`src/design/ole_pkg.sv`:
```
`default_nettype none

package ole_pkg;

   // default sizing
   localparam int DEF_CAPACITY   = 16;
   localparam int DEF_DATA_WIDTH = 32;

   // fixed field widths of the channels
   localparam int OPCODE_W   = 3;
   localparam int VALUE_W    = 32;
   localparam int POSITION_W = 5;
   localparam int STATUS_W   = 2;
   localparam int INDEX_W    = 4;
   localparam int COUNT_W    = 5;

   // opcodes
   localparam logic [OPCODE_W-1:0] OP_APPEND  = 3'd0;
   localparam logic [OPCODE_W-1:0] OP_PREPEND = 3'd1;
   localparam logic [OPCODE_W-1:0] OP_INSERT  = 3'd2;
   localparam logic [OPCODE_W-1:0] OP_REMOVE  = 3'd3;
   localparam logic [OPCODE_W-1:0] OP_FIND    = 3'd4;
   localparam logic [OPCODE_W-1:0] OP_CLEAR   = 3'd5;

   // status codes
   localparam logic [STATUS_W-1:0] ST_OK       = 2'd0;
   localparam logic [STATUS_W-1:0] ST_BADPOS   = 2'd1;
   localparam logic [STATUS_W-1:0] ST_FULL     = 2'd2;
   localparam logic [STATUS_W-1:0] ST_NOTFOUND = 2'd3;

   // finished result handed from the sequencer to the output register
   typedef struct packed {
      logic [STATUS_W-1:0] status;
      logic [VALUE_W-1:0]  removed_value;
      logic [INDEX_W-1:0]  found_index;
      logic [COUNT_W-1:0]  count;
   } ole_rsp_type;

endpackage

`default_nettype wire

```
`src/design/ordered_list_engine.sv`:
```
// Sequence: clear, no-ops, refusals and find on an empty list go straight to done; find compares
//   words from index 0 to a match or the end, remove moves each word past the position down one,
//   and insert moves the words from the position on up, top first, then writes the new word.
// Flow: one item in flight; the list memory does one read and one write per cycle, and the next
//   item is taken as the result of the last one enters the output register.
// Reset: synchronous, active high; empties the list and drops any pending result, store kept.
`default_nettype none

module ordered_list_engine
   import ole_pkg::*;
#(
   parameter int CAPACITY   = DEF_CAPACITY,
   parameter int DATA_WIDTH = DEF_DATA_WIDTH
) (
   input  wire logic                         clock,
   input  wire logic                         reset,

   input  wire logic                         req_valid,
   output logic                              req_ready,
   input  wire logic        [OPCODE_W-1:0]   req_opcode,
   input  wire logic signed [VALUE_W-1:0]    req_value,
   input  wire logic        [POSITION_W-1:0] req_position,

   output logic                              rsp_valid,
   input  wire logic                         rsp_ready,
   output logic             [STATUS_W-1:0]   rsp_status,
   output logic signed      [VALUE_W-1:0]    rsp_removed_value,
   output logic             [INDEX_W-1:0]    rsp_found_index,
   output logic             [COUNT_W-1:0]    rsp_count
);

   // Sign-extend (or truncate) the incoming word to the stored width.
   logic [DATA_WIDTH-1:0] req_word;
   assign req_word = DATA_WIDTH'(req_value);

   logic        seq_idle, seq_done, res_ready;
   ole_rsp_type seq_res;

   // Output register: a result may sit here while the next item starts.
   logic        rsp_valid_ff, rsp_valid_in;
   ole_rsp_type rsp_data_ff;

   // Hand the result over when the output register is empty or draining.
   assign res_ready = !rsp_valid_ff || rsp_ready;

   ole_seq #(
      .CAPACITY   (CAPACITY),
      .DATA_WIDTH (DATA_WIDTH)
   ) u_seq (
      .clock     (clock),
      .reset     (reset),
      .start     (req_valid),
      .opcode    (req_opcode),
      .word      (req_word),
      .position  (req_position),
      .idle      (seq_idle),
      .done      (seq_done),
      .res_ready (res_ready),
      .res       (seq_res)
   );

   // The sequencer takes an item only from its idle state.
   assign req_ready = seq_idle;

   always_comb begin
      rsp_valid_in = rsp_valid_ff;
      if (seq_done && res_ready) begin
         rsp_valid_in = 1'b1;
      end else if (rsp_ready) begin
         rsp_valid_in = 1'b0;
      end
   end

   always_ff @(posedge clock) begin
      if (reset) begin
         rsp_valid_ff <= 1'b0;
      end else begin
         rsp_valid_ff <= rsp_valid_in;
      end
   end

   // Capture the payload on hand-off; hold otherwise.
   always_ff @(posedge clock) begin
      if (seq_done && res_ready) begin
         rsp_data_ff <= seq_res;
      end
   end

   assign rsp_valid         = rsp_valid_ff;
   assign rsp_status        = rsp_data_ff.status;
   assign rsp_removed_value = rsp_data_ff.removed_value;
   assign rsp_found_index   = rsp_data_ff.found_index;
   assign rsp_count         = rsp_data_ff.count;

endmodule

`default_nettype wire

```
`src/design/ole_mem.sv`:
```
`default_nettype none

module ole_mem
   import ole_pkg::*;
#(
   parameter int DEPTH = DEF_CAPACITY,
   parameter int WIDTH = DEF_DATA_WIDTH,
   localparam int AW = (DEPTH > 1) ? $clog2(DEPTH) : 1
) (
   input  wire logic             clock,
   input  wire logic             wr_en,
   input  wire logic [AW-1:0]    wr_addr,
   input  wire logic [WIDTH-1:0] wr_data,
   input  wire logic             rd_en,
   input  wire logic [AW-1:0]    rd_addr,
   output logic      [WIDTH-1:0] rd_data
);

   logic [WIDTH-1:0] mem [DEPTH];
   logic [WIDTH-1:0] rd_data_ff;

   always_ff @(posedge clock) begin
      if (wr_en) begin
         mem[wr_addr] <= wr_data;
      end
   end

   always_ff @(posedge clock) begin
      if (rd_en) begin
         rd_data_ff <= mem[rd_addr];
      end
   end

   assign rd_data = rd_data_ff;

endmodule

`default_nettype wire

```
`src/design/ole_seq.sv`:
```
`default_nettype none

module ole_seq
   import ole_pkg::*;
#(
   parameter int CAPACITY   = DEF_CAPACITY,
   parameter int DATA_WIDTH = DEF_DATA_WIDTH
) (
   input  wire logic                  clock,
   input  wire logic                  reset,
   input  wire logic                  start,
   input  wire logic [OPCODE_W-1:0]   opcode,
   input  wire logic [DATA_WIDTH-1:0] word,
   input  wire logic [POSITION_W-1:0] position,
   output logic                       idle,
   output logic                       done,
   input  wire logic                  res_ready,
   output ole_rsp_type                res
);

   localparam int CW = $clog2(CAPACITY + 1);
   localparam int AW = (CAPACITY > 1) ? $clog2(CAPACITY) : 1;
   localparam int PW = (CW > POSITION_W) ? CW : POSITION_W;

   typedef enum logic [3:0] {
      S_IDLE = 4'b0001,
      S_RUN  = 4'b0010,
      S_FILL = 4'b0100,
      S_DONE = 4'b1000
   } seq_state_type;

   seq_state_type state_ff, state_in;
   logic [CW-1:0]         cnt_ff, cnt_in;
   logic [OPCODE_W-1:0]   op_ff, op_in;
   logic [DATA_WIDTH-1:0] word_ff, word_in;
   logic [CW-1:0]         pos_ff, pos_in;
   logic [CW-1:0]         addr_ff, addr_in;
   logic [STATUS_W-1:0]   status_ff, status_in;
   logic [VALUE_W-1:0]    removed_ff, removed_in;
   logic [INDEX_W-1:0]    found_ff, found_in;

   logic                  mem_we, mem_re;
   logic [CW-1:0]         mem_waddr, mem_raddr;
   logic [DATA_WIDTH-1:0] mem_wdata, mem_rdata;

   logic [PW-1:0] ins_pos, req_pos, cnt_wide;
   logic [CW-1:0] last_addr;

   assign cnt_wide  = PW'(cnt_ff);
   assign req_pos   = PW'(position);
   assign last_addr = cnt_ff - CW'(1);

   always_comb begin
      case (opcode)
         OP_APPEND:  ins_pos = cnt_wide;
         OP_PREPEND: ins_pos = '0;
         default:    ins_pos = req_pos;
      endcase
   end

   always_comb begin
      state_in   = state_ff;
      cnt_in     = cnt_ff;
      op_in      = op_ff;
      word_in    = word_ff;
      pos_in     = pos_ff;
      addr_in    = addr_ff;
      status_in  = status_ff;
      removed_in = removed_ff;
      found_in   = found_ff;
      mem_we     = 1'b0;
      mem_waddr  = addr_ff;
      mem_wdata  = mem_rdata;
      mem_re     = 1'b0;
      mem_raddr  = addr_ff;

      case (state_ff)
         S_IDLE: begin
            if (start) begin
               op_in      = opcode;
               word_in    = word;
               status_in  = ST_OK;
               removed_in = '0;
               found_in   = '0;
               state_in   = S_DONE;
               case (opcode)
                  OP_APPEND, OP_PREPEND, OP_INSERT: begin
                     if (ins_pos > cnt_wide) begin
                        status_in = ST_BADPOS;
                     end else if (cnt_ff == CW'(CAPACITY)) begin
                        status_in = ST_FULL;
                     end else begin
                        pos_in = CW'(ins_pos);
                        if (ins_pos == cnt_wide) begin
                           state_in = S_FILL;
                        end else begin
                           // move words up, starting from the top
                           mem_re    = 1'b1;
                           mem_raddr = last_addr;
                           addr_in   = last_addr;
                           state_in  = S_RUN;
                        end
                     end
                  end
                  OP_REMOVE: begin
                     if (req_pos >= cnt_wide) begin
                        status_in  = ST_BADPOS;
                        removed_in = '1;
                     end else begin
                        pos_in    = CW'(req_pos);
                        mem_re    = 1'b1;
                        mem_raddr = CW'(req_pos);
                        addr_in   = CW'(req_pos);
                        state_in  = S_RUN;
                     end
                  end
                  OP_FIND: begin
                     if (cnt_ff == '0) begin
                        status_in = ST_NOTFOUND;
                     end else begin
                        mem_re    = 1'b1;
                        mem_raddr = '0;
                        addr_in   = '0;
                        state_in  = S_RUN;
                     end
                  end
                  OP_CLEAR: begin
                     cnt_in = '0;
                  end
                  default: ;
               endcase
            end
         end

         S_RUN: begin
            case (op_ff)
               OP_REMOVE: begin
                  if (addr_ff == pos_ff) begin
                     removed_in = VALUE_W'(mem_rdata);
                  end else begin
                     mem_we    = 1'b1;
                     mem_waddr = addr_ff - CW'(1);
                  end
                  if (addr_ff == last_addr) begin
                     cnt_in   = last_addr;
                     state_in = S_DONE;
                  end else begin
                     mem_re    = 1'b1;
                     mem_raddr = addr_ff + CW'(1);
                     addr_in   = addr_ff + CW'(1);
                  end
               end
               OP_FIND: begin
                  if (mem_rdata == word_ff) begin
                     found_in = INDEX_W'(addr_ff);
                     state_in = S_DONE;
                  end else if (addr_ff == last_addr) begin
                     status_in = ST_NOTFOUND;
                     state_in  = S_DONE;
                  end else begin
                     mem_re    = 1'b1;
                     mem_raddr = addr_ff + CW'(1);
                     addr_in   = addr_ff + CW'(1);
                  end
               end
               default: begin
                  mem_we    = 1'b1;
                  mem_waddr = addr_ff + CW'(1);
                  if (addr_ff == pos_ff) begin
                     state_in = S_FILL;
                  end else begin
                     mem_re    = 1'b1;
                     mem_raddr = addr_ff - CW'(1);
                     addr_in   = addr_ff - CW'(1);
                  end
               end
            endcase
         end

         S_FILL: begin
            mem_we    = 1'b1;
            mem_waddr = pos_ff;
            mem_wdata = word_ff;
            cnt_in    = cnt_ff + CW'(1);
            state_in  = S_DONE;
         end

         S_DONE: begin
            if (res_ready) begin
               state_in = S_IDLE;
            end
         end

         default: begin
            state_in = S_IDLE;
         end
      endcase
   end

   always_ff @(posedge clock) begin
      if (reset) begin
         state_ff <= S_IDLE;
         cnt_ff   <= '0;
      end else begin
         state_ff <= state_in;
         cnt_ff   <= cnt_in;
      end
   end

   always_ff @(posedge clock) begin
      op_ff      <= op_in;
      word_ff    <= word_in;
      pos_ff     <= pos_in;
      addr_ff    <= addr_in;
      status_ff  <= status_in;
      removed_ff <= removed_in;
      found_ff   <= found_in;
   end

   ole_mem #(
      .DEPTH (CAPACITY),
      .WIDTH (DATA_WIDTH)
   ) u_mem (
      .clock   (clock),
      .wr_en   (mem_we),
      .wr_addr (mem_waddr[AW-1:0]),
      .wr_data (mem_wdata),
      .rd_en   (mem_re),
      .rd_addr (mem_raddr[AW-1:0]),
      .rd_data (mem_rdata)
   );

   assign idle              = (state_ff == S_IDLE);
   assign done              = (state_ff == S_DONE);
   assign res.status        = status_ff;
   assign res.removed_value = removed_ff;
   assign res.found_index   = found_ff;
   assign res.count         = COUNT_W'(cnt_ff);

`ifndef NO_ASSERTIONS
   a_count_bound: assert property (@(posedge clock) disable iff (reset)
      cnt_ff <= CW'(CAPACITY))
      else $error("list count above capacity");

   a_run_live: assert property (@(posedge clock) disable iff (reset)
      (state_ff == S_RUN) |-> (addr_ff < cnt_ff))
      else $error("scan touches an entry beyond the count");

   a_fill_grows: assert property (@(posedge clock) disable iff (reset)
      (state_ff == S_FILL) |=> (cnt_ff == $past(cnt_ff) + CW'(1)))
      else $error("insert did not grow the count");

   a_done_holds: assert property (@(posedge clock) disable iff (reset)
      (state_ff == S_DONE && !res_ready) |=> (state_ff == S_DONE && $stable(res)))
      else $error("pending result lost before hand-off");
`endif

endmodule

`default_nettype wire
```
`config.mk`:
```
export PLATFORM = sky130hd
export DESIGN_NAME = ordered_list_engine
export DESIGN_NICKNAME = d
export VERILOG_FILES = /design/src/design/ole_pkg.sv /design/src/design/ordered_list_engine.sv /design/src/design/ole_mem.sv /design/src/design/ole_seq.sv
export SDC_FILE = /design/constraint.sdc
export NUM_CORES = 1
export LEC_CHECK = 0
export BUFFER_PORTS_ARGS = -buffer_cell sky130_fd_sc_hd__buf_2
export CAP_MARGIN = 20
export CORE_ASPECT_RATIO = 1.4
export CORE_MARGIN = 3
export CORE_UTILIZATION = 56
export DETAILED_ROUTE_END_ITERATION = 8
export HOLD_SLACK_MARGIN = 0.08
export PLACE_DENSITY = 0.76
export SYNTH_ARGS = -nofsm -noshare
export SYNTH_HDL_FRONTEND = slang
export SYNTH_SLANG_ARGS = --single-unit
```
`constraint.sdc`:
```
create_clock -name clock -period 5.61 [get_ports clock]
set_input_delay 1.683 -clock clock [delete_from_list [all_inputs] [get_ports clock]]
set_output_delay 1.683 -clock clock [all_outputs]
set_load 0.02 [all_outputs]
```
* Yosys cells after proc, flatten, opt, wreduce, memory -nomap -nowiden *
Memories as Yosys holds them, arrays and structs flattened. A register that Yosys moved wholly into a read port is not among the register bits.
Index checks and enable logic that the tools add are counted.

word-level totals
  input port bits = 44
  output and inout port bits = 45
  flip-flop bits (word level) = 136
  word-level logic and storage cells = 152
  memory bits (writable) = 512
  memories = 1

memories
  memory           depth  width  read ports  clocked after memory_dff  wr ports  line           RTL
  u_seq.u_mem.mem  16     32     1           1                         1         ole_mem.sv:19  logic [WIDTH-1:0] mem [DEPTH];

cells by class
  equal/unequal tests = 36
  reductions and logical operators = 18
  muxes and demuxes = 76
  add/sub/neg operators = 4
  magnitude comparators = 2

operators by type and width
  cell                   number
  $mux W32               6
  $mux W5                16
  $pmux W32 S2           1
  $mux W4                12
  $pmux W5 S2            4
  $eq A32 B32 Y1         1
  $pmux W4 S2            4
  $pmux W5 S3            2
  $ne A3 B3 Y1 const B   6
  $pmux W4 S4            1
  $eq A5 B5 Y1           3
  $mux W1                14
  $mux W2                7
  $ne A2 B1 Y1 const B   7
  $pmux W4 S3            1
  $add A5 B1 Y5 const B  2
  $ne A2 B2 Y1 const B   5
  $reduce_and A5 Y1      2
  $sub A5 B1 Y5 const B  2
  $eq A3 B2 Y1 const B   3
  $eq A3 B3 Y1 const B   3
  $reduce_and A9 Y1      1
  $ne A4 B1 Y1 const B   2
  $pmux W1 S2            4
  other kinds (24)       27

* Logic depth before layout (Yosys ltp) *
Gate-level depths: netlist of run 1.

  depth in word-level cells = 9
  depth in mapped cells = 20

* By module *
A second synthesis of run 1 with hierarchy kept.

second synthesis, totals
  cell total of the unflattened synthesis = 1453
  area, all modules = 26954.6 sq um

modules (own cells, without submodules)
  module               times used  cells each  area each (sq um)
  ole_mem              1           838         20155.6
  ole_seq              1           567         5452.7
  ordered_list_engine  1           48          1346.3

* Least setup slack after synthesis of run 1 *
Ideal clock, no wire load.

  kind = input to register
  start point = input req_opcode[1]
  end point = register u_seq.u_mem.rd_data_ff[11], in the netlist u_seq.u_mem.rd_data[11], read port of u_seq.u_mem.mem, data pin
  arrival time = 5282 ps
  slack = 63 ps
  cell stages on the path = 19
  library setup time = 265 ps
  path buffers = 5
  cell sequence = clkbuf_1 > or2_2 > clkbuf_1 > clkbuf_1 > nand2_1 > o31ai_1 > ha_1 > and3_1 > a311oi_2 > nand3_1 > mux2i_1 > a32oi_1 > o211ai_1 > a211oi_2 > clkbuf_1 > clkbuf_1 > o211ai_1 > a22oi_1 > nand3_1

on the way
  word-level cells in the longest chain between the ends = 9
  elaborated cells on any way between the ends = 21
  those cells by class = order compare: 1; eq/ne: 5; mux: 13; reduce/logical: 2

RTL lines
  what                                              line                          RTL
  start, declared                                   ordered_list_engine.sv:20     input wire logic [OPCODE_W-1:0] req_opcode,
  $eq A3 B1 Y1 or $logic_not A3 Y1 (tied branches)  ole_seq.sv:54, ole_seq.sv:86
  $pmux W5 S2                                       ole_seq.sv:54                 case (opcode)
  $eq A5 B5 Y1                                      ole_seq.sv:94                 if (ins_pos == cnt_wide) begin
  $mux W5 or $mux W1 (tied branches)                ole_seq.sv:94
  $mux W5 or $mux W1 (tied branches)                -
  $mux W5 or $mux W1 (tied branches)                ole_seq.sv:88                 if (ins_pos > cnt_wide) begin
  $pmux W5 S3 or $pmux W1 S3 (tied branches)        -
  $mux W5 or $mux W1 (tied branches)                ole_seq.sv:79                 if (start) begin
  $pmux W5 S2 or $pmux W1 S2 (tied branches)        ole_seq.sv:77                 case (state_ff)
  end, declared                                     ole_mem.sv:20                 logic [WIDTH-1:0] rd_data_ff;

Parallel ways exist; a longest one is shown, timed or not. The select of a mux whose other input is x is not followed.
A chain may end at the register's enable or synchronous reset.

* Final worst setup path of run 1 *
  start point = input req_opcode[1]
  end point = register u_seq.u_mem.rd_data_ff[20], in the netlist u_seq.u_mem.rd_data[20], read port of u_seq.u_mem.mem, data pin

The elaborated chain is that of the path after synthesis.

==> reports/qor.yml, run 1 <==
die_h_um: 274.1
ys.flop_type: "edfxtp_1"
maxCapViolCount: 0
antenna_found_initial: 0
grt_setup_unrepaired: "no"
seq_area_frac_synth: 0.7054
startpoint_type: "input pin"
port_buffers: 88
final_cell_count_no_fill: 2830
grt-ovfl-total: 0
cts_root_buffer: "clkbuf_16"
path_buf_inv: 5
required_ns: 5.95
synth.ff_latch_count: 680
rows: 97
place_ws_ns: -0.004425
vias: 19176
synth_top_area_frac: 0.6957
die_w_um: 197.5
endpoint_kind: "flip-flop"
swShare: 0.3160
numPlacedInstances: 2720
cts_sinks: 680
power.share.sequential: 0.434
fillers: 3475
insertion_delay_ns: 0.63
synthTopCellsByCount: "edfxtp_1, nand2_1, nand4_1"
path_delay_family: "compound AO/OA/AOI/OAI gates"
comb_power_share: 0.279
drt_wl_total_um: 76480
grt_pass1_vias: 18770
htreeDepth: 2
synth.most_common_cell: "edfxtp_1"
p_sw_mw: 4.412
multi_input_area_mm2: 0.007561
antenna_left: 0
drive_above_1_share: 0.1363
crit_chain: "buf_2 > or2_2 > o31ai_1 > ha_1 > and3_1 > a311oi_2 > buf_4 > nand3_1 > mux2i_1 > a32oi_1 > o211ai_1 > a211oi_4 > buf_12 > inv_4 > buf_12 > a21oi_1 > a221o_1 > nand3_1"
grt_max_degree: 89
synth_top_cell_by_area: "edfxtp_1"
cts_tree: "yes"
slowest_delay_ns: 0.40
antennaDiodeCount: 0
io_pins: 89
crit_type: "in -> reg"
hold_path_class: "reg -> reg"
synth_edf_count: 666
timing.rr.start: "u_seq.u_mem.rd_data[19]$_DFFE_PP_"
finalCriticalPeriod_ns: 5.052
async_flop_share: 0
finalWorstSetupSlack_ns: 0.5579
p_leak_nw: 11.40
netlist_instances: 2082
cts_resized: 0
hold_start: "u_seq.removed_ff[10]$_DFFE_PP_"
worst_path_max_delay_cell: "or2_2"
routedWlPerCell_um: 27.02
syn_nets: 2140
max_slew_margin: 0.2159
finalHoldViolCount: 0
drv_slew: 0
cts_buffers: 60
route.detailed.drc: 0
status: "finished, final reports clean"
yosysWarningCount: 0
arrival_ns: 5.39
area_growth_pct: 12.20
dr.pass1.iters: 6
core_area_mm2: 0.05037
ir_drop_mv: 0.3162
path_clk_slew_ns: 0.06
fmax_ghz: 0.1979
clock_skew_ns: 0.02492
hpwl_um: 44030
powerDensity_mw_per_mm2: 432.9
ff_latch_area_mm2: 0.02028
synth_area_mm2: 0.02875
grt_usage: 0.2784
place_congestion: 0.9191
synth_cell_types: 75
total_power_mw: 13.96
setup_tns_ns: 0
viasPerCell: 6.776
final_nets: 2198
synth_area_leaders: "edfxtp_1, nand2_1, nand4_1, mux2i_1, a221o_1"
postCtsSetupRepairBufs: 0
die_area_mm2: 0.05413
power.share.clock: 0.287
crit_path_start: "req_opcode[1]"
worstPathMaxFanout: 45
syn_avg_cell_area_um2: 13.81
grt_pass1_wl_um: 113300
period_share: 0.9006
setup_viol: 0
cts_hold_buffers: 0
max-clock-path-buffers: 3
detail_route.iter0.violations: 2696
start_util: 0.5708
power.internal_mw: 9.552
tightest_slew_ns: 1.165
-- final cells by class --
| cell class | instances | share of cell area |
|---|---|---|
| Clock buffer | 70 | 0.04771 |
| Inverter | 82 | 0.009775 |
| Tap cell | 643 | 0.02494 |
| Sequential cell | 680 | 0.6287 |
| Multi-Input combinational cell | 1153 | 0.2344 |
| Timing Repair Buffer | 163 | 0.04352 |
| Clock inverter | 39 | 0.01094 |
-- worst reg2reg max path: cells and delay by family, from the launching register on --
kind                   cells  cell delay [ns]
AO/OA/AOI/OAI              6             1.71
AND/OR/NAND/NOR            3             1.57
buffers and inverters      3             0.53
flip-flops                 1             0.52
XOR/XNOR                   1             0.26
-- metal layers --
layer | global-route usage | routed length, um | vias up | share of wire
li1 | - | - | 8256 | -
met1 | 0.3564 | 27030 | 9327 | 0.35
met2 | 0.4550 | 37150 | 1317 | 0.49
met3 | 0.05777 | 8381 | 276 | 0.11
met4 | 0.1383 | 3906 | 0 | 0.051
met5 | 0 | 0 | - | 0
-- cells in the final DEF, fill, tap and decap left out, types with 6 or more instances in the layout --
cell type / synthesis / final
xor2_1: 32 / 32
nor2_1: 35 / 26
clkinv_2: 0 / 12
clkinv_1: 0 / 15
nand2b_1: 6 / 6
ha_1: 14 / 14
inv_1: 78 / 78
o21ai_0: 20 / 19
mux2i_1: 68 / 67
nand4_1: 131 / 131
dfxtp_1: 14 / 14
a22oi_1: 34 / 34
xnor2_1: 14 / 14
buf_2: 23 / 88
edfxtp_1: 666 / 666
clkbuf_1: 114 / 10
a31oi_1: 71 / 71
o31ai_1: 77 / 77
buf_4: 5 / 43
nor4_1: 9 / 9
nand3_1: 46 / 45
nor2_4: 0 / 9
nand2_1: 269 / 268
a21oi_1: 86 / 86
clkbuf_16: 0 / 60
nor3_1: 14 / 11
bufinv_16: 0 / 6
or2_2: 6 / 6
o211ai_1: 66 / 66
a221o_1: 64 / 64
buf_12: 4 / 32
-- metrics by stage --
step / cell area, um^2 / hold WS (ns) / utilization
floorplan: 28750 / 0.4003 / -
global placement: 30340 / 0.4009 / 0.6025
detailed placement: 30340 / 0.4045 / 0.6025
CTS: 32240 / 0.4172 / 0.6400
global route: 32260 / 0.4263 / 0.6404
finish: 32260 / 0.4167 / 0.6404
-- power groups by stage --
stage          clock network [mW]  registers, mW  logic (mW)
2_1_floorplan                   0           6.06        2.65
6_report                     4.01           6.06        3.90
3_5_place_dp                    0           6.16        3.82
5_1_grt                      4.24           6.06        4.17
3_3_place_gp                    0           6.15        3.70
4_1_cts                      4.03           6.05        3.84
-- final timing paths --
kind | to | slack (ns) | cells after the start
worst max-delay path | u_seq.u_mem.rd_data[20]$_DFFE_PP_ | 0.56 | 18
worst min-delay path | rsp_removed_value[10]$_DFFE_PP_ | 0.42 | 0
worst max register to register | u_seq.u_mem.rd_data[20]$_DFFE_PP_ | 0.75 | 13
worst min register to register | rsp_removed_value[10]$_DFFE_PP_ | 0.42 | 0
-- registers in the layout (all words and copies together), names as in the netlist --
register and count:
u_seq.word_ff 32, u_seq.addr_ff 5, u_seq.status_ff 2, u_seq.cnt_ff 5, rsp_removed_value 32, u_seq.u_mem.mem 512
u_seq.u_mem.rd_data 32, rsp_valid 1, rsp_count 5, u_seq.pos_ff 5, rsp_status 2, u_seq.removed_ff 32
rsp_found_index 4, u_seq.op_ff 3, u_seq.found_ff 4, u_seq.state_ff 4
-- cell families after synthesis --
| kind of cell | synth area share |
|---|---|
| DFF | 0.7054 |
| and+or+nand+nor | 0.09544 |
| AOI/OAI and AO/OA | 0.1151 |
| buffers and inverters | 0.03752 |
| muxes | 0.02407 |
| xor gates and xnor gates | 0.01641 |
| adders and majority gates | 0.006093 |
(Power assumes the default switching activity.)
==> run 2, diff against run 1 <==
REMOVE_ABC_BUFFERS = 1   (was unset)
==> run 2 against run 1 <==
Non-clock buffer count rose by 4. Clock power rose by 1%. Worst setup slack got worse by 0.16 ns. Routed wire length rose by 0.28%. Largest power group unchanged.
==> reports/qor.yml, run 2 (synthesized netlist as in run 1, its figures left out) <==
final_nets: 2202
drv_slew: 0
path_clk_slew_ns: 0.06
die_h_um: 274.1
route.detailed.drc: 0
clock_skew_ns: 0.01655
endpoint_kind: "flip-flop"
max-clock-path-buffers: 3
required_ns: 5.96
ff_latch_area_mm2: 0.02028
powerDensity_mw_per_mm2: 436.0
finalWorstSetupSlack_ns: 0.3954
grt_setup_unrepaired: "no"
vias: 19142
crit_path_start: "req_opcode[1]"
drive_above_1_share: 0.1390
power.share.sequential: 0.428
place_congestion: 0.9064
viasPerCell: 6.747
antenna_left: 0
fmax_ghz: 0.1918
core_area_mm2: 0.05037
grt_pass1_wl_um: 113700
numPlacedInstances: 2725
area_growth_pct: 12.14
power.share.clock: 0.290
finalCriticalPeriod_ns: 5.215
maxCapViolCount: 0
timing.rr.start: "u_seq.u_mem.rd_data[20]$_DFFE_PP_"
layout_common_cells: "edfxtp_1, nand2_1, nand4_1"
dr.pass1.iters: 6
max_slew_margin: 0.3178
cts_resized: 0
swShare: 0.3166
power.internal_mw: 9.606
cts_buffers: 60
whs_ns: 0.4197
drt_wl_total_um: 76690
grt-ovfl-total: 0
ir_drop_mv: 0.2899
cts_sinks: 680
grt_max_degree: 83
setup_viol: 0
hpwl_um: 43510
final_common_cell: "edfxtp_1"
largest_register: "u_seq.u_mem.mem"
p_sw_mw: 4.450
grt_usage: 0.2787
period_share: 0.9295
p_leak_nw: 11.41
hold_path_class: "reg -> reg"
antennaDiodeCount: 0
port_buffers: 88
postCtsSetupRepairBufs: 0
cts_hold_buffers: 0
final_util: 0.6401
rrSetupSlack_ns: 1.13
antenna_found_initial: 0
startpoint_type: "input pin"
arrival_ns: 5.56
detail_route.iter0.violations: 2435
largest_reg_flops: 512
worstPathMaxFanout: 32
comb_power_share: 0.283
cts_root_buffer: "clkbuf_16"
final_cell_count_no_fill: 2837
die_w_um: 197.5
fillers: 3497
status: "finished, final reports clean"
start_util: 0.5708
hold_start: "u_seq.removed_ff[8]$_DFFE_PP_"
crit_type: "in -> reg"
grt_pass1_vias: 18853
rows: 97
setup_tns_ns: 0
finalHoldViolCount: 0
die_area_mm2: 0.05413
routedWlPerCell_um: 27.03
place_ws_ns: -0.1319
insertion_delay_ns: 0.62
tightest_slew_ns: 1.023
multi_input_area_mm2: 0.007561
cts_tree: "yes"
htreeDepth: 2
io_pins: 89
[run 2: cell type report]
cell class	instances	share of cell area
sequential	680	0.6290
multi-input combinational	1153	0.2345
clock buffer	72	0.04863
timing repair buffer	167	0.04176
tap	643	0.02495
clock inverter	40	0.01133
inverter	82	0.009780
[run 2: stage by stage]
stage                     area, um^2  total power [mW]
after floorplan                27980             8.575
after global placement         30310             9.890
after detailed placement       30310             10.01
after CTS                      32240             14.02
after global routing           32240             14.58
final                          32240             14.06
[run 2: worst paths after layout]
kind / end / cells past startpoint
max reg2reg: u_seq.u_mem.rd_data[18]$_DFFE_PP_ / 13
min reg2reg: rsp_removed_value[8]$_DFFE_PP_ / 0
max: u_seq.u_mem.rd_data[18]$_DFFE_PP_ / 19
min: rsp_removed_value[8]$_DFFE_PP_ / 0
[run 2: layer usage]
layer,up-vias,GRT usage,part of all wire
li1,8258,-,-
met1,9407,0.3566,0.37
met2,1224,0.4651,0.49
met3,253,0.04511,0.091
met4,0,0.1387,0.051
met5,-,0,0
[run 2: critical path, cell delays in order]
cell,delay [ns]
buf_2,0.11
or2_2,0.41
nand2_1,0.16
o31ai_1,0.09
ha_1,0.30
and3_1,0.21
a311oi_2,0.33
buf_4,0.17
nand3_1,0.18
mux2i_1,0.18
a32oi_1,0.20
o211ai_1,0.18
a211oi_4,0.40
buf_12,0.22
inv_4,0.10
buf_12,0.18
a21oi_1,0.19
a221o_1,0.18
nand3_1,0.08
[run 2: power by group through the flow]
stage                     logic, mW  clock network, mW  registers, mW
after floorplan                2.49                  0           6.09
after global placement         3.78                  0           6.11
after detailed placement       3.89                  0           6.12
after CTS                      3.92               4.09           6.01
after global routing           4.24               4.32           6.02
final                          3.97               4.07           6.01
==> run 3, diff against run 2 <==
==> constraint.sdc (replaced) <==
create_clock -name clock -period 5.61 [get_ports clock]
set_input_delay 0.561 -clock clock [delete_from_list [all_inputs] [get_ports clock]]
set_output_delay 0.561 -clock clock [all_outputs]
set_load 0.02 [all_outputs]
==> run 3 against run 2 <==
Final cell count decreased by 1.0%. Global-route usage about the same. Sequential cell count unchanged. Highest routed layer is now met5.
==> reports/qor.yml, run 3 (synthesized netlist as in run 1, its figures left out) <==
total_power_mw: 13.69
dr.pass1.iters: 6
rr_worst_depth: 11
detail_route.iter0.violations: 2465
antenna_found_initial: 1
hold_end: "u_seq.word_ff[9]$_DFFE_PP_"
endpoint_kind: "flip-flop"
largest_register: "u_seq.u_mem.mem"
r2r-end: "u_seq.u_mem.rd_data[27]$_DFFE_PP_"
dpl_cell_area_mm2: 0.02988
htreeDepth: 2
rrSetupSlack_ns: 0.76
grt_pass1_vias: 18818
maxCapViolCount: 0
max_slew_margin: 0.3054
period_share: 0.8645
cts_hold_buffers: 0
cts_resized: 0
powerDensity_mw_per_mm2: 430.6
timing.rr.start: "u_seq.word_ff[20]$_DFFE_PP_"
cts_sinks: 680
finalCriticalPeriod_ns: 4.850
required_ns: 5.96
cts_buffers: 60
hpwl_um: 41200
routedWlPerCell_um: 27.24
ir_drop_mv: 0.3090
p_leak_nw: 11.18
hold_start: "req_value[9]"
worstPathMaxFanout: 128
start_util: 0.5708
drt_wl_total_um: 76480
startpoint_type: "flip-flop"
port_buffers: 88
fmax_ghz: 0.2062
insertion_delay_ns: 0.62
layout_common_cells: "edfxtp_1, nand2_1, nand4_1"
cts_root_buffer: "clkbuf_16"
antenna_left: 0
die_h_um: 274.1
finalHoldViolCount: 0
grt_pass1_wl_um: 113900
antennaDiodeCount: 0
core_area_mm2: 0.05037
min_path_cells: 1
crit_type: "reg -> reg"
grt_usage: 0.2790
final_nets: 2174
hold_path_class: "in -> reg"
area_growth_pct: 10.62
grt_setup_unrepaired: "no"
arrival_ns: 5.20
viasPerCell: 6.781
path_clk_slew_ns: 0.06
vias: 19041
drv_slew: 0
route.detailed.drc: 0
grt-ovfl-total: 0
postCtsSetupRepairBufs: 0
max-clock-path-buffers: 3
status: "finished, final reports clean"
io_pins: 89
clock_skew_ns: 0.01512
die_area_mm2: 0.05413
fin_area_mm2: 0.03180
place_congestion: 0.9107
rows: 97
tightest_slew_ns: 1.032
setup_viol: 0
final_common_cell: "edfxtp_1"
die_w_um: 197.5
whs_ns: 0.1176
largest_reg_flops: 512
cts_tree: "yes"
grt_max_degree: 129
drive_above_1_share: 0.1247
[run 3: routing by layer]
layer  track usage  share of wire  wire, um  vias up
met4        0.1465          0.056      4250        2
met2        0.4624           0.49     37410     1230
met1        0.3572           0.36     27490     9337
met3       0.04437          0.096      7323      273
met5             0        0.00014        11        -
li1              -              -         -     8199
[run 3: report_power, final]
group | switching [mW] | internal (mW) | leakage [nW]
Combinational | 2.42 | 1.21 | 4.10
Sequential | 0.149 | 5.88 | 6.16
Clock | 1.80 | 2.23 | 0.920
[run 3: through the flow]
step,utilization,TNS (ns),worst slack [ns],cells
2_1_floorplan,-,-1062.84,-4.674,1915
3_3_place_gp,0.5933,0,0.8794,2697
3_5_place_dp,0.5933,0,0.7175,2697
4_1_cts,0.6314,0,0.9068,2808
5_1_grt,0.6314,0,0.5432,2808
6_report,0.6314,0,0.7599,2808
[run 3: area by class of cell]
class | count | area (um^2)
fillers | 3571 | 18570
well taps | 643 | 804.5
clock inverters | 35 | 335.3
clock buffers | 76 | 1583
repair buffers | 139 | 923.4
multi-input cells | 1153 | 7561
inverters | 82 | 315.3
flip-flops and latches | 680 | 20280
[run 3: worst max-delay path by stage]
stage | from | depth (start not counted) | end | slack, ns
detailed placement | req_opcode[2] | 16 | u_seq.u_mem.rd_data[25]$_DFFE_PP_ | 0.72
floorplan | req_opcode[1] | 14 | u_seq.u_mem.rd_data[0]$_DFFE_PP_ | -4.67
global route | u_seq.cnt_ff[2]$_SDFFE_PP0P_ | 15 | u_seq.u_mem.rd_data[25]$_DFFE_PP_ | 0.54
CTS | u_seq.cnt_ff[2]$_SDFFE_PP0P_ | 15 | u_seq.u_mem.rd_data[25]$_DFFE_PP_ | 0.91
finish | u_seq.word_ff[20]$_DFFE_PP_ | 11 | u_seq.u_mem.rd_data[27]$_DFFE_PP_ | 0.76
global placement | req_opcode[2] | 14 | u_seq.u_mem.rd_data[28]$_DFFE_PP_ | 0.88
[run 3: critical path: stages (launching register included)]
cell      delay [ns]
edfxtp_1        0.42
xor2_1          0.20
nor4_1          0.89
nand4_1         0.50
o211a_1         0.42
o21ai_1         0.37
o211ai_1        0.19
a211oi_4        0.36
buf_12          0.54
o211ai_1        0.18
a22oi_1         0.31
nand3_1         0.13
